$ cat config.mk
export PLATFORM = sky130hd
export DESIGN_NAME = xa_adpcm_stereo_decoder
export DESIGN_NICKNAME = d
export VERILOG_FILES = /design/src/rtl/xad_pkg.sv /design/src/rtl/xad_channel.sv /design/src/rtl/xa_adpcm_stereo_decoder.sv
export SDC_FILE = /design/constraint.sdc
export NUM_CORES = 1
export LEC_CHECK = 0
export ABC_AREA = 0
export BUFFER_PORTS_ARGS = -buffer_cell sky130_fd_sc_hd__buf_4
export CAP_MARGIN = 30
export CELL_PAD_IN_SITES_DETAIL_PLACEMENT = 2
export CELL_PAD_IN_SITES_GLOBAL_PLACEMENT = 2
export CORE_UTILIZATION = 45
export DETAILED_ROUTE_END_ITERATION = 8
export HOLD_SLACK_MARGIN = 0.02
export PLACE_DENSITY = 0.95
export SYNTH_ARGS = -nofsm -noshare
export SYNTH_HDL_FRONTEND = slang
export SYNTH_SLANG_ARGS = --single-unit
export TNS_END_PERCENT = 20
$ cat constraint.sdc
create_clock -name clk -period 16.3 [get_ports clk]
set_input_delay 0.815 -clock clk [delete_from_list [all_inputs] [get_ports clk]]
set_output_delay 0.815 -clock clk [all_outputs]
set_load 0.02 [all_outputs]
$ cat src/rtl/xad_pkg.sv
// Package with widths, coefficient tables and shared types for the XA ADPCM decoder.
`timescale 1ns / 1ps

package xad_pkg;

    localparam int SAMPLE_W = 16;
    localparam int PROD_W   = 25;
    localparam int SUM_W    = 20;

    localparam logic [3:0] SHIFT_LIMIT   = 4'd12;
    localparam logic [3:0] SHIFT_CLAMPED = 4'd9;

    localparam logic signed [PROD_W-1:0] ROUND_BIAS = 25'sd32;
    localparam logic signed [SUM_W-1:0]  SAT_HIGH   = 20'sd32767;
    localparam logic signed [SUM_W-1:0]  SAT_LOW    = -20'sd32768;

    typedef logic signed [SAMPLE_W-1:0] sample_t;

    // One channel's history as it enters the decode logic.
    typedef struct packed {
        sample_t prev1;
        sample_t prev2;
    } history_t;

    // Block parameters of one channel, as laid out in the parameter byte.
    typedef struct packed {
        logic [1:0] unused;
        logic [1:0] filt;
        logic [3:0] shift;
    } params_t;

    function automatic logic signed [7:0] coef_k0(input logic [1:0] filt);
        logic signed [7:0] k;
        unique case (filt)
            2'd0: k = 8'sd0;
            2'd1: k = 8'sd60;
            2'd2: k = 8'sd115;
            2'd3: k = 8'sd98;
            default: k = 8'sd0;
        endcase
        return k;
    endfunction

    function automatic logic signed [7:0] coef_k1(input logic [1:0] filt);
        logic signed [7:0] k;
        unique case (filt)
            2'd0: k = 8'sd0;
            2'd1: k = 8'sd0;
            2'd2: k = -8'sd52;
            2'd3: k = -8'sd55;
            default: k = 8'sd0;
        endcase
        return k;
    endfunction

endpackage

$ cat src/rtl/xad_channel.sv
// Combinational decode of one ADPCM nibble against its channel history.
`timescale 1ns / 1ps

module xad_channel
    import xad_pkg::*;
(
    input  logic [3:0] code,
    input  params_t    params,
    input  history_t   hist,
    output sample_t    sample
);

    logic [3:0]                eff_shift;
    logic [3:0]                scale_amt;
    logic signed [SUM_W-1:0]   nib_ext;
    logic signed [SUM_W-1:0]   scaled;
    logic signed [PROD_W-1:0]  acc;
    logic signed [PROD_W-1:0]  pred_full;
    logic signed [SUM_W-1:0]   pred;
    logic signed [SUM_W-1:0]   total;

    always_comb
    begin
        // Shift fields above twelve fall back to nine.
        eff_shift = (params.shift > SHIFT_LIMIT) ? SHIFT_CLAMPED : params.shift;
        scale_amt = SHIFT_LIMIT - eff_shift;
        nib_ext   = SUM_W'(signed'(code));
        scaled    = nib_ext <<< scale_amt;

        // Both factors are widened first so the products cannot wrap.
        acc = PROD_W'(coef_k0(params.filt)) * PROD_W'(hist.prev1)
            + PROD_W'(coef_k1(params.filt)) * PROD_W'(hist.prev2)
            + ROUND_BIAS;
        pred_full = acc >>> 6;
        pred      = pred_full[SUM_W-1:0];
        total     = scaled + pred;

        if (total > SAT_HIGH)
        begin
            sample = SAT_HIGH[SAMPLE_W-1:0];
        end
        else if (total < SAT_LOW)
        begin
            sample = SAT_LOW[SAMPLE_W-1:0];
        end
        else
        begin
            sample = total[SAMPLE_W-1:0];
        end
    end

endmodule

$ cat src/rtl/xa_adpcm_stereo_decoder.sv
// Top level of the XA 4-bit stereo ADPCM decoder with its stream interface.
`timescale 1ns / 1ps

// Usage
// The slave channel takes one item per stereo pair: s_tdata carries the packed
// sample byte (low nibble left, high nibble right) and the left and right block
// parameter bytes, and s_tuser carries the restart flag, which clears both
// channel histories before the byte is decoded. The master channel returns
// one item per input item with the saturated left and right PCM samples.
// An accepted item is held in an input register, decoded by short logic for
// both channels in parallel, and moved into the result register that drives
// m_tvalid whenever that register is empty or is being drained. The sustained
// rate is one item per cycle while the receiver does not stall; it is set by
// the history recurrence, which is updated at the same edge as the result register.
// When the receiver stalls, the result register holds its item and the input
// register still takes one more item, after which s_tready drops until the
// result is taken. Reset clears both histories and all valid flags.

module xa_adpcm_stereo_decoder
    import xad_pkg::*;
(
    input  logic        clk,
    input  logic        rst_n,
    input  logic        s_tvalid,
    output logic        s_tready,
    input  logic [23:0] s_tdata,   // sample_byte[7:0], left_params[15:8], right_params[23:16]
    input  logic        s_tuser,   // restart[0]
    output logic        m_tvalid,
    input  logic        m_tready,
    output logic [31:0] m_tdata    // left_sample[15:0], right_sample[31:16]
);

    logic        in_valid_reg;
    logic [23:0] in_data_reg;
    logic        in_restart_reg;
    logic        out_valid_reg;
    logic [31:0] out_data_reg;

    sample_t left_prev1_reg, left_prev2_reg;
    sample_t right_prev1_reg, right_prev2_reg;

    logic     advance;
    history_t left_hist, right_hist;
    sample_t  left_next, right_next;

    // The input register moves into the result register whenever the result
    // register is empty or is being drained in this cycle.
    assign advance  = in_valid_reg && (!out_valid_reg || m_tready);
    assign s_tready = !in_valid_reg || advance;
    assign m_tvalid = out_valid_reg;
    assign m_tdata  = out_data_reg;

    // A restart item decodes against a cleared history.
    always_comb
    begin
        if (in_restart_reg)
        begin
            left_hist  = '0;
            right_hist = '0;
        end
        else
        begin
            left_hist  = '{prev1: left_prev1_reg,  prev2: left_prev2_reg};
            right_hist = '{prev1: right_prev1_reg, prev2: right_prev2_reg};
        end
    end

    xad_channel u_left
    (
        .code   (in_data_reg[3:0]),
        .params (params_t'(in_data_reg[15:8])),
        .hist   (left_hist),
        .sample (left_next)
    );

    xad_channel u_right
    (
        .code   (in_data_reg[7:4]),
        .params (params_t'(in_data_reg[23:16])),
        .hist   (right_hist),
        .sample (right_next)
    );

    always_ff @(posedge clk or negedge rst_n)
    begin
        if (!rst_n)
        begin
            in_valid_reg    <= 1'b0;
            out_valid_reg   <= 1'b0;
            left_prev1_reg  <= '0;
            left_prev2_reg  <= '0;
            right_prev1_reg <= '0;
            right_prev2_reg <= '0;
        end
        else
        begin
            if (s_tready)
            begin
                in_valid_reg <= s_tvalid;
            end
            if (advance)
            begin
                out_valid_reg   <= 1'b1;
                left_prev1_reg  <= left_next;
                left_prev2_reg  <= left_hist.prev1;
                right_prev1_reg <= right_next;
                right_prev2_reg <= right_hist.prev1;
            end
            else if (m_tready)
            begin
                out_valid_reg <= 1'b0;
            end
        end
    end

    always_ff @(posedge clk)
    begin
        if (s_tready && s_tvalid)
        begin
            in_data_reg    <= s_tdata;
            in_restart_reg <= s_tuser;
        end
        if (advance)
        begin
            out_data_reg <= {right_next, left_next};
        end
    end

`ifndef SYNTHESIS
    // The history picks up exactly the samples that were delivered.
    assert property (@(posedge clk) disable iff (!rst_n)
        advance |=> (left_prev1_reg == m_tdata[15:0]) && (right_prev1_reg == m_tdata[31:16]))
        else $error("history does not match the decoded result");

    // A restart item leaves zero as the older history sample.
    assert property (@(posedge clk) disable iff (!rst_n)
        (advance && in_restart_reg) |=> (left_prev2_reg == '0) && (right_prev2_reg == '0))
        else $error("restart did not clear the history");

    // An empty input register never blocks the slave channel.
    assert property (@(posedge clk) disable iff (!rst_n)
        !in_valid_reg |-> s_tready)
        else $error("input stalled while the input register is empty");
`endif

endmodule
# Word level (Yosys, flattened, before mapping)
# Cells that the tools add are included.
# totals
rom_bits	0
register_bits	121
ram_bits	0
memories	0
wordCells	60
latch_bits	0
input_bits	29
output_inout_bits	34
# op_classes
n_eq_ne	6
multipliers	4
muxes	14
order_cmp	6
div	0
add_sub_neg	8
shifts	2
n_bitwise	0
reduce_logical	11
# op_table
operator	count
multiplier 8 x 16 -> 24 bit	4
two-way mux 16 bit	4
two-way mux 32 bit	2
one-hot mux 8 bit (4 select lines)	2
adder 25 bit	2
adder 25 x 7 -> 25 bit (second input constant)	2
one-hot mux 8 bit (3 select lines)	2
adder 20 x 19 -> 20 bit	2
> comparator 20 x 16 -> 1 bit (second input constant)	2
less-than comparator 20 x 16 -> 1 bit (second input constant)	2
<<< shifter 4 x 4 -> 20 bit	2
== test 2 bit (second input constant)	4
> comparator 4 bit (second input constant)	2
two-way mux 4 bit	2
subtractor 4 bit (first input constant)	2
== test 2 x 1 -> 1 bit (second input constant)	2
logical NOT 2 bit	2
OR reduction 2 bit	2
logical AND 1 bit	2
logical NOT 1 bit	2
logical OR 1 bit	2
two-way mux 1 bit	2
nonzero test 2 bit	1

# Depth between registers and ports, before layout
# Gate-level depths: netlist of run 1.
# depth
depth_word	10
mapped_depth	43
ltp_nobuf	41

# By module
# From an unflattened synthesis of run 1, not the netlist that was laid out.
# hier_totals
cells_unflattened	2291
area_unflattened_um2	22567.9
# by_module_without_submodules
module	area_per_inst_um2	seq_area_each_um2	cells_per_inst	instances
xad_channel at u_right	8842.2	0.0	1011	1
xad_channel at u_left	8787.2	0.0	1009	1
xa_adpcm_stereo_decoder	4938.5	3363.2	271	1

# Worst setup path before layout of run 1
# No wires, ideal clock.
# synth_path
path_type	register to register
start	reg in_restart_reg
end	reg right_prev1_reg[10]
path_buffers	3
setup_ns	0.125
required_time_ns	16.175
period_less_slack_ns	9.098
path_stages_with_launch	36
arrival_ns	8.973
path_slack_ns	7.202
cell_sequence	edfxtp_1 -> clkbuf_1 -> clkbuf_1 -> nor2b_1 -> and2_1 -> fa_1 -> inv_1 -> fa_1 -> inv_1 -> fa_1 -> fa_1 -> ha_1 -> a21oi_1 -> o21ai_0 -> o31ai_1 -> xnor2_1 -> ha_1 -> ha_1 -> a21o_1 -> a211o_1 -> or4_4 -> a31oi_4 -> o21ai_2 -> a41oi_2 -> and2b_1 -> o21bai_1 -> xor2_1 -> ha_1 -> inv_1 -> and3_1 -> a2111oi_0 -> o311ai_2 -> o41ai_4 -> buf_6 -> o21ai_1 -> mux2_2
# synth_via
elab_chain_cells	8
elab_cells_between_ends	10
cone_classes	3 x add/sub; 2 x mul; 2 x order compare; 3 x mux
# synth_rtl
item	line	text
start, declared	xa_adpcm_stereo_decoder.sv:35	logic in_restart_reg;
start signal, assigned	xa_adpcm_stereo_decoder.sv:121	in_restart_reg <= s_tuser;
two-way mux 32 bit (*)	xa_adpcm_stereo_decoder.sv:56	if (in_restart_reg)
multiplier 8 x 16 -> 24 bit, on equally long branches	xad_channel.sv:31, xad_channel.sv:32	
adder 25 bit (*)	xad_channel.sv:32	+ PROD_W'(coef_k1(params.filt)) * PROD_W'(hist.prev2)
adder 25 x 7 -> 25 bit (*)	xad_channel.sv:33	+ ROUND_BIAS;
adder 20 x 19 -> 20 bit (*)	xad_channel.sv:36	total = scaled + pred;
less-than comparator 20 x 16 -> 1 bit	xad_channel.sv:42	else if (total < SAT_LOW)
two-way mux 16 bit	xad_channel.sv:42	
two-way mux 16 bit (*)	xad_channel.sv:38	if (total > SAT_HIGH)
net right_next[10]	xa_adpcm_stereo_decoder.sv:44	sample_t left_next, right_next;
end signal, assigned	xa_adpcm_stereo_decoder.sv:106	right_prev1_reg <= right_next;
end, declared	xa_adpcm_stereo_decoder.sv:40	sample_t right_prev1_reg, right_prev2_reg;
# The timed path passes the listed nets; every way through them passes the cells marked *.
# A chain may end at the register's enable or synchronous reset.

# Worst setup path after layout of run 1
# layout_path
start	reg in_data_reg[20]
end	reg right_prev1_reg[3]
# layout_via
elab_chain_cells	10
elab_cells_between_ends	16
cone_classes	3 x add/sub; 2 x mul; 2 x order compare; 3 x eq/ne; 4 x mux; 2 x reduce/logical
# layout_rtl
item	line	text
start, declared	xa_adpcm_stereo_decoder.sv:34	logic [23:0] in_data_reg;
start signal, assigned	xa_adpcm_stereo_decoder.sv:120	in_data_reg <= s_tdata;
== test 2 x 1 -> 1 bit or logical NOT 2 bit (tied branches)	xad_pkg.sv:34, xad_pkg.sv:46	
OR reduction 2 bit (no source line)	-	
one-hot mux 8 bit (3 select lines)	xad_pkg.sv:46	unique case (filt)
multiplier 8 x 16 -> 24 bit	xad_channel.sv:32	
adder 25 bit (*)	xad_channel.sv:32	
adder 25 x 7 -> 25 bit (*)	xad_channel.sv:33	
adder 20 x 19 -> 20 bit (*)	xad_channel.sv:36	
less-than comparator 20 x 16 -> 1 bit	xad_channel.sv:42	
two-way mux 16 bit	xad_channel.sv:42	
two-way mux 16 bit (*)	xad_channel.sv:38	
net right_next[3]	xa_adpcm_stereo_decoder.sv:44	
# The timed path passes the listed nets; every way through them passes the cells marked *. The select of a mux whose other input is x is not followed.

==> results of run 1 <==
layout make-up:
class	count	area (µm²)	area share (%)
Sequential cell	119	3240	12.8
Multi-Input combinational cell	2002	18200	71.9
Timing Repair Buffer	77	616	2.43
Inverter	484	1820	7.16
Clock buffer	21	440	1.74
Clock inverter	11	156	0.617
Tap cell	680	851	3.35
cell usage in the layout, fill, tap and decap left out, drive strengths merged, types with 7 or more instances in the layout:
cell type	netlist	final
nor3	34	34
a21oi	116	116
fa	272	272
or3	14	14
xnor2	107	107
o21a	23	23
xor2	42	42
edfxtp	53	53
and2	135	135
nor2	156	156
o31ai	8	8
o21bai	7	7
inv	484	484
a31o	8	8
or2	8	8
and3	55	55
a21o	34	34
nand3	31	31
ha	384	384
nand2	216	216
nor2b	70	70
dfrtp	66	66
clkbuf	64	22
a31oi	36	36
a211oi	15	15
buf	8	76
nand2b	25	25
mux2	18	18
o21ai	122	122
per-stage QoR:
stage,hold slack [ns],std cells,cell area [µm²],util [%]
floorplan,0.442,2677,23600,-
global placement,0.455,3357,24700,47.9
detailed placement,0.479,3360,24700,48.0
CTS,0.182,3392,25300,49.2
global route,0.200,3394,25400,49.2
finish,0.188,3394,25400,49.2
how the worst min path moves through the flow:
| stage | startpoint | endpoint | slack (ns) | cells past startpoint |
|---|---|---|---|---|
| 2_1_floorplan | right_prev2_reg[10] | right_prev2_reg[10] | 0.44 | 2 |
| 3_3_place_gp | right_prev2_reg[4] | right_prev2_reg[4] | 0.46 | 2 |
| 3_5_place_dp | right_prev2_reg[10] | right_prev2_reg[10] | 0.48 | 2 |
| 4_1_cts | rst_n | left_prev1_reg[5] | 0.18 | 1 |
| 5_1_grt | rst_n | left_prev1_reg[12] | 0.20 | 1 |
| 6_report | rst_n | left_prev1_reg[13] | 0.19 | 1 |
cells in the mapped netlist (35+ instances only):
master / count / area, µm²
xnor2_1: 107 / 937
nand2_1: 216 / 811
ha_1: 384 / 4800
and3_1: 55 / 344
nor2_1: 156 / 586
xor2_1: 42 / 368
and2_1: 135 / 845
o21ai_0: 102 / 510
nor2b_1: 70 / 438
inv_1: 483 / 1810
a31oi_1: 35 / 219
edfxtp_1: 53 / 1590
a21oi_1: 115 / 576
fa_1: 272 / 5450
dfrtp_1: 66 / 1650
clkbuf_1: 64 / 240
logic make-up (layout without fill, tap and decap cells):
family,after synthesis,in the layout,share of synthesized area [%]
AOI/OAI and AO/OA,409,409,11.1
buffers and inverters,556,593,8.91
muxes,23,23,1.07
adders and majority gates,656,656,43.5
and+or+nand+nor,765,765,16.1
xor gates and xnor gates,149,149,5.53
DFF,119,119,13.8
per-layer routing:
metal	routed length, µm	vias up	share of wire (%)
li1	-	8756	-
met1	33700	10600	33
met2	54500	799	53
met3	4720	512	4.6
met4	9080	0	8.9
met5	0	-	0
worst max-delay path, delay by kind of cell, from the launching register on:
kind / cells / cell delay (ns)
simple gates: 10 / 2.04
mux: 1 / 0.37
buf+inv: 5 / 1.19
xor+xnor: 2 / 0.29
compound gates: 12 / 4.33
flops: 1 / 0.41
fa+ha+maj: 8 / 3.46
==> qor.csv, run 1 <==
metric,value,unit
clk_latency,0.51,ns
floorplan.rows,83,
cts_htree_levels,4,
grt_pass1_vias,25000,
gr-usage-met1,35.6,%
setup_tns,0,ns
cp.required,16.69,ns
initial_core_util,45.8,%
grt_pass1_wl,154000,µm
cts.sinks,119,
largest_reg_flops,32,
grt_antenna_before_repair,0,
dpl.hpwl,81100,µm
postSynthCellCount,2677,
synth-seq-area-share,13.8,%
drv_cap,0,
fillCellCount,5595,
globalplace.congestion,0.929,
drt-total-wl,102000,µm
grt_max_degree,68,
end_kind,flip-flop,
hold_viol,0,
fin_crit,12.26,ns
antenna_cells,0,
start_kind,flip-flop,
pin_count,63,
die_h,231,µm
status,finished clean,
drive_gt1_share,5.97,%
syn_nets,3362,
tritoncts,done,
min_period_over_period,75.2,%
first_pass_iters,7,
cts_buffers,17,
grt_use_met2,74.6,%
nets,3386,
post-place-ws,4.46,ns
tightest_slew,1.08,ns
max-slew-margin-rel,27.9,%
clock_skew,0.0122,ns
wl_per_cell,30.0,µm
grt-ovfl-total,0,
synth_area,23600,µm²
die_area,53300,µm²
grt_busiest_layer,met2,
r2r.worst_path.cells,38,
crit_fanout,28,
hold_buffers,0,
synth-edff-count,53,
die_w,231,µm
post_cts_buffers,0,
core_area,51500,µm²
synth-seq-cells,119,
finalSetupViolCount,0,
reg2reg_slack,4.04,ns
worstSetupPathType,flip-flop to flip-flop,
rsz0062_at_grt,no,
critical_path.endpoint,right_prev1_reg[3],
synth_ff_type,dfrtp_1,
met3_usage,8.88,%
cpMostUsedCell,ha_1,
async_flop_share,55.5,%
cts_root_buf,clkbuf_16,
clkTransAtPathRegs,0.06,ns
cts-resized-gates,0,
hold_class,input pin to async pin,
final_antenna_net_count,0,
critPathMaxStageDelay,0.96,ns
yosys_warnings,0,
maxSlewViolCount,0,
cp-startpoint,in_data_reg[20],
fmax,81.6,MHz
setup_ws,4.04,ns
drc_errors,0,
drtIter0Drc,1171,
num_vias,20700,
area_growth,7.56,%
crit_slowest_cell,o41ai_4,
clk_path_buf_depth,2,
critPathArrivalTime,12.65,ns
syn_area_per_cell,8.81,µm²
rr_endpoint,right_prev1_reg[3],
worst_r2r_startpoint,in_data_reg[20],
vias_per_cell,6.09,
port_buffers,58,
ys_types,74,
track_usage,39.4,%
Power of run 1 is left out: the tool's default activity adds up to more than one toggle a clock period on the data nets, which glitch-free logic cannot reach.
==> run 2, diff against run 1 <==
Settings changed: CORE_UTILIZATION 45 to 42, PLACE_DENSITY 0.95 to 0.91.
Clock period 16.3 ns to 11.73 ns, I/O delays scaled along.
==> run 2 against run 1 <==
Effect of this change:
- final area grew 0.50%
- hold slack gained 0.080 ns
- maximum frequency grew 10%
- via count shrank 3.8%
- routed wire length shrank 10%
- highest routed layer is now met5
- die area grew 7.1%
- clock skew grew 0.0092 ns
- final cell count grew 2.2%
- flip-flop and latch count is the same
- critical path type unchanged
- register-to-register slack lost 3.4 ns
- first-iteration DRC count shrank 5.9%
- global-route usage shrank 6.4 points
==> qor.csv, run 2 (same netlist as run 1, synthesis figures left out) <==
metric,value,unit
hold_viol,0,
cts_buffers,17,
drtIter0Drc,1102,
cp_top_family,compound AO/OA/AOI/OAI gates,
drive_gt1_share,6.32,%
grt_pass1_wl,142000,µm
final_antenna_net_count,0,
area_growth,8.10,%
die_area,57100,µm²
cts_htree_levels,4,
most-common-layout-cells,"482 x inv_1, 384 x ha_1, 272 x fa_1",
crit_fanout,28,
min_period_over_period,94.9,%
cts.sinks,119,
grt-ovfl-total,0,
track_usage,33.1,%
tightest_slew,0.961,ns
fin_crit,11.13,ns
grt_pass1_vias,23500,
vias_per_cell,5.73,
cts-resized-gates,0,
max-slew-margin-rel,35.9,%
die_w,239,µm
critPathArrivalTime,11.50,ns
clk_path_buf_depth,2,
end_kind,flip-flop,
status,finished clean,
clk_latency,0.49,ns
first_pass_iters,5,
antenna_cells,0,
grt_max_degree,70,
layout_commonest_cell,inv_1,
drc_errors,0,
globalplace.congestion,0.871,
hold_class,input pin to flip-flop,
cp.required,12.10,ns
nets,3393,
drt-total-wl,91800,µm
largest_reg_flops,32,
floorplan.rows,86,
cpMostUsedCell,ha_1,
cts_root_buf,clkbuf_16,
start_kind,flip-flop,
seq_area,3240,µm²
finalSetupViolCount,0,
num_vias,19900,
rsz0062_at_grt,no,
port_buffers,58,
grt_antenna_before_repair,10,
setup_tns,0,ns
clock_skew,0.0214,ns
maxSlewViolCount,0,
wl_per_cell,26.5,µm
tritoncts,done,
initial_core_util,42.6,%
critPathBufInv,9,
pin_count,63,
multi_input_area,18200,µm²
drv_cap,0,
die_h,239,µm
whs,0.268,ns
worstSetupPathType,flip-flop to flip-flop,
core_area,55300,µm²
crit_slowest_cell,or4_4,
fmax,89.8,MHz
critPathMaxStageDelay,0.55,ns
fillCellCount,6091,
clkTransAtPathRegs,0.08,ns
dpl.hpwl,73300,µm
run 2: cell types whose count changed in the layout (fill, tap and decap cells not counted), sizes merged:
cell,change
bufinv,-3
inv,+6
dlygate4sd3,+1
clkinvlp,+3
clkbuf,-4
clkinv,-3
buf,+7
run 2: per-layer routing:
metal / GRT usage, % / vias to the layer above / wire length [µm]
met4: 10.5 / 4 / 2460
li1: - / 8764 / -
met3: 5.55 / 217 / 4380
met2: 58.4 / 558 / 46200
met1: 40.7 / 10300 / 38700
met5: 0 / - / 25
run 2: final cells by class:
cell class,instances,share of cell area (%)
clock buffers,18,1.68
repair buffers,84,2.68
inverters,484,7.13
clock inverters,14,0.555
multi-input cells,2002,71.6
well taps,748,3.67
flip-flops and latches,119,12.7
run 2: final timing paths:
path,start,end,slack [ns],cells past startpoint
max,in_data_reg[21],right_prev1_reg[10],0.60,42
min,s_tdata[13],in_data_reg[13],0.27,1
max reg2reg,in_data_reg[21],right_prev1_reg[10],0.60,42
min reg2reg,right_prev2_reg[5],right_prev2_reg[5],0.53,2
max in group asynchronous,rst_n,right_prev1_reg[4],10.53,4
min in group asynchronous,rst_n,left_prev1_reg[0],0.44,2
run 2: worst reg2reg max path, delay by kind of cell, from the launching register on:
family | cells | cell delay, ns
AOI/OAI and AO/OA | 13 | 3.41
and+or+nand+nor | 8 | 1.86
buffers and inverters | 9 | 1.15
DFF | 1 | 0.47
xor gates and xnor gates | 2 | 0.58
adders and majority gates | 9 | 3.26
muxes | 1 | 0.30
run 2: per-stage QoR:
stage               worst slack, ns  instance area, µm²  instances  util [%]
floorplan                      2.63               23600       2677         -
global placement               1.43               24800       3430      44.9
detailed placement            0.521               24900       3434      44.9
CTS                           0.275               25400       3467      46.0
global route                  0.173               25500       3469      46.1
finish                        0.599               25500       3469      46.1
run 2: what timing repair did:
action	CTS	global route
setup buffers	0	1
hold buffers	1	0
setup endpoints to repair	0	19
hold endpoints to repair	3	0
Power of run 2 is left out for the same reason.
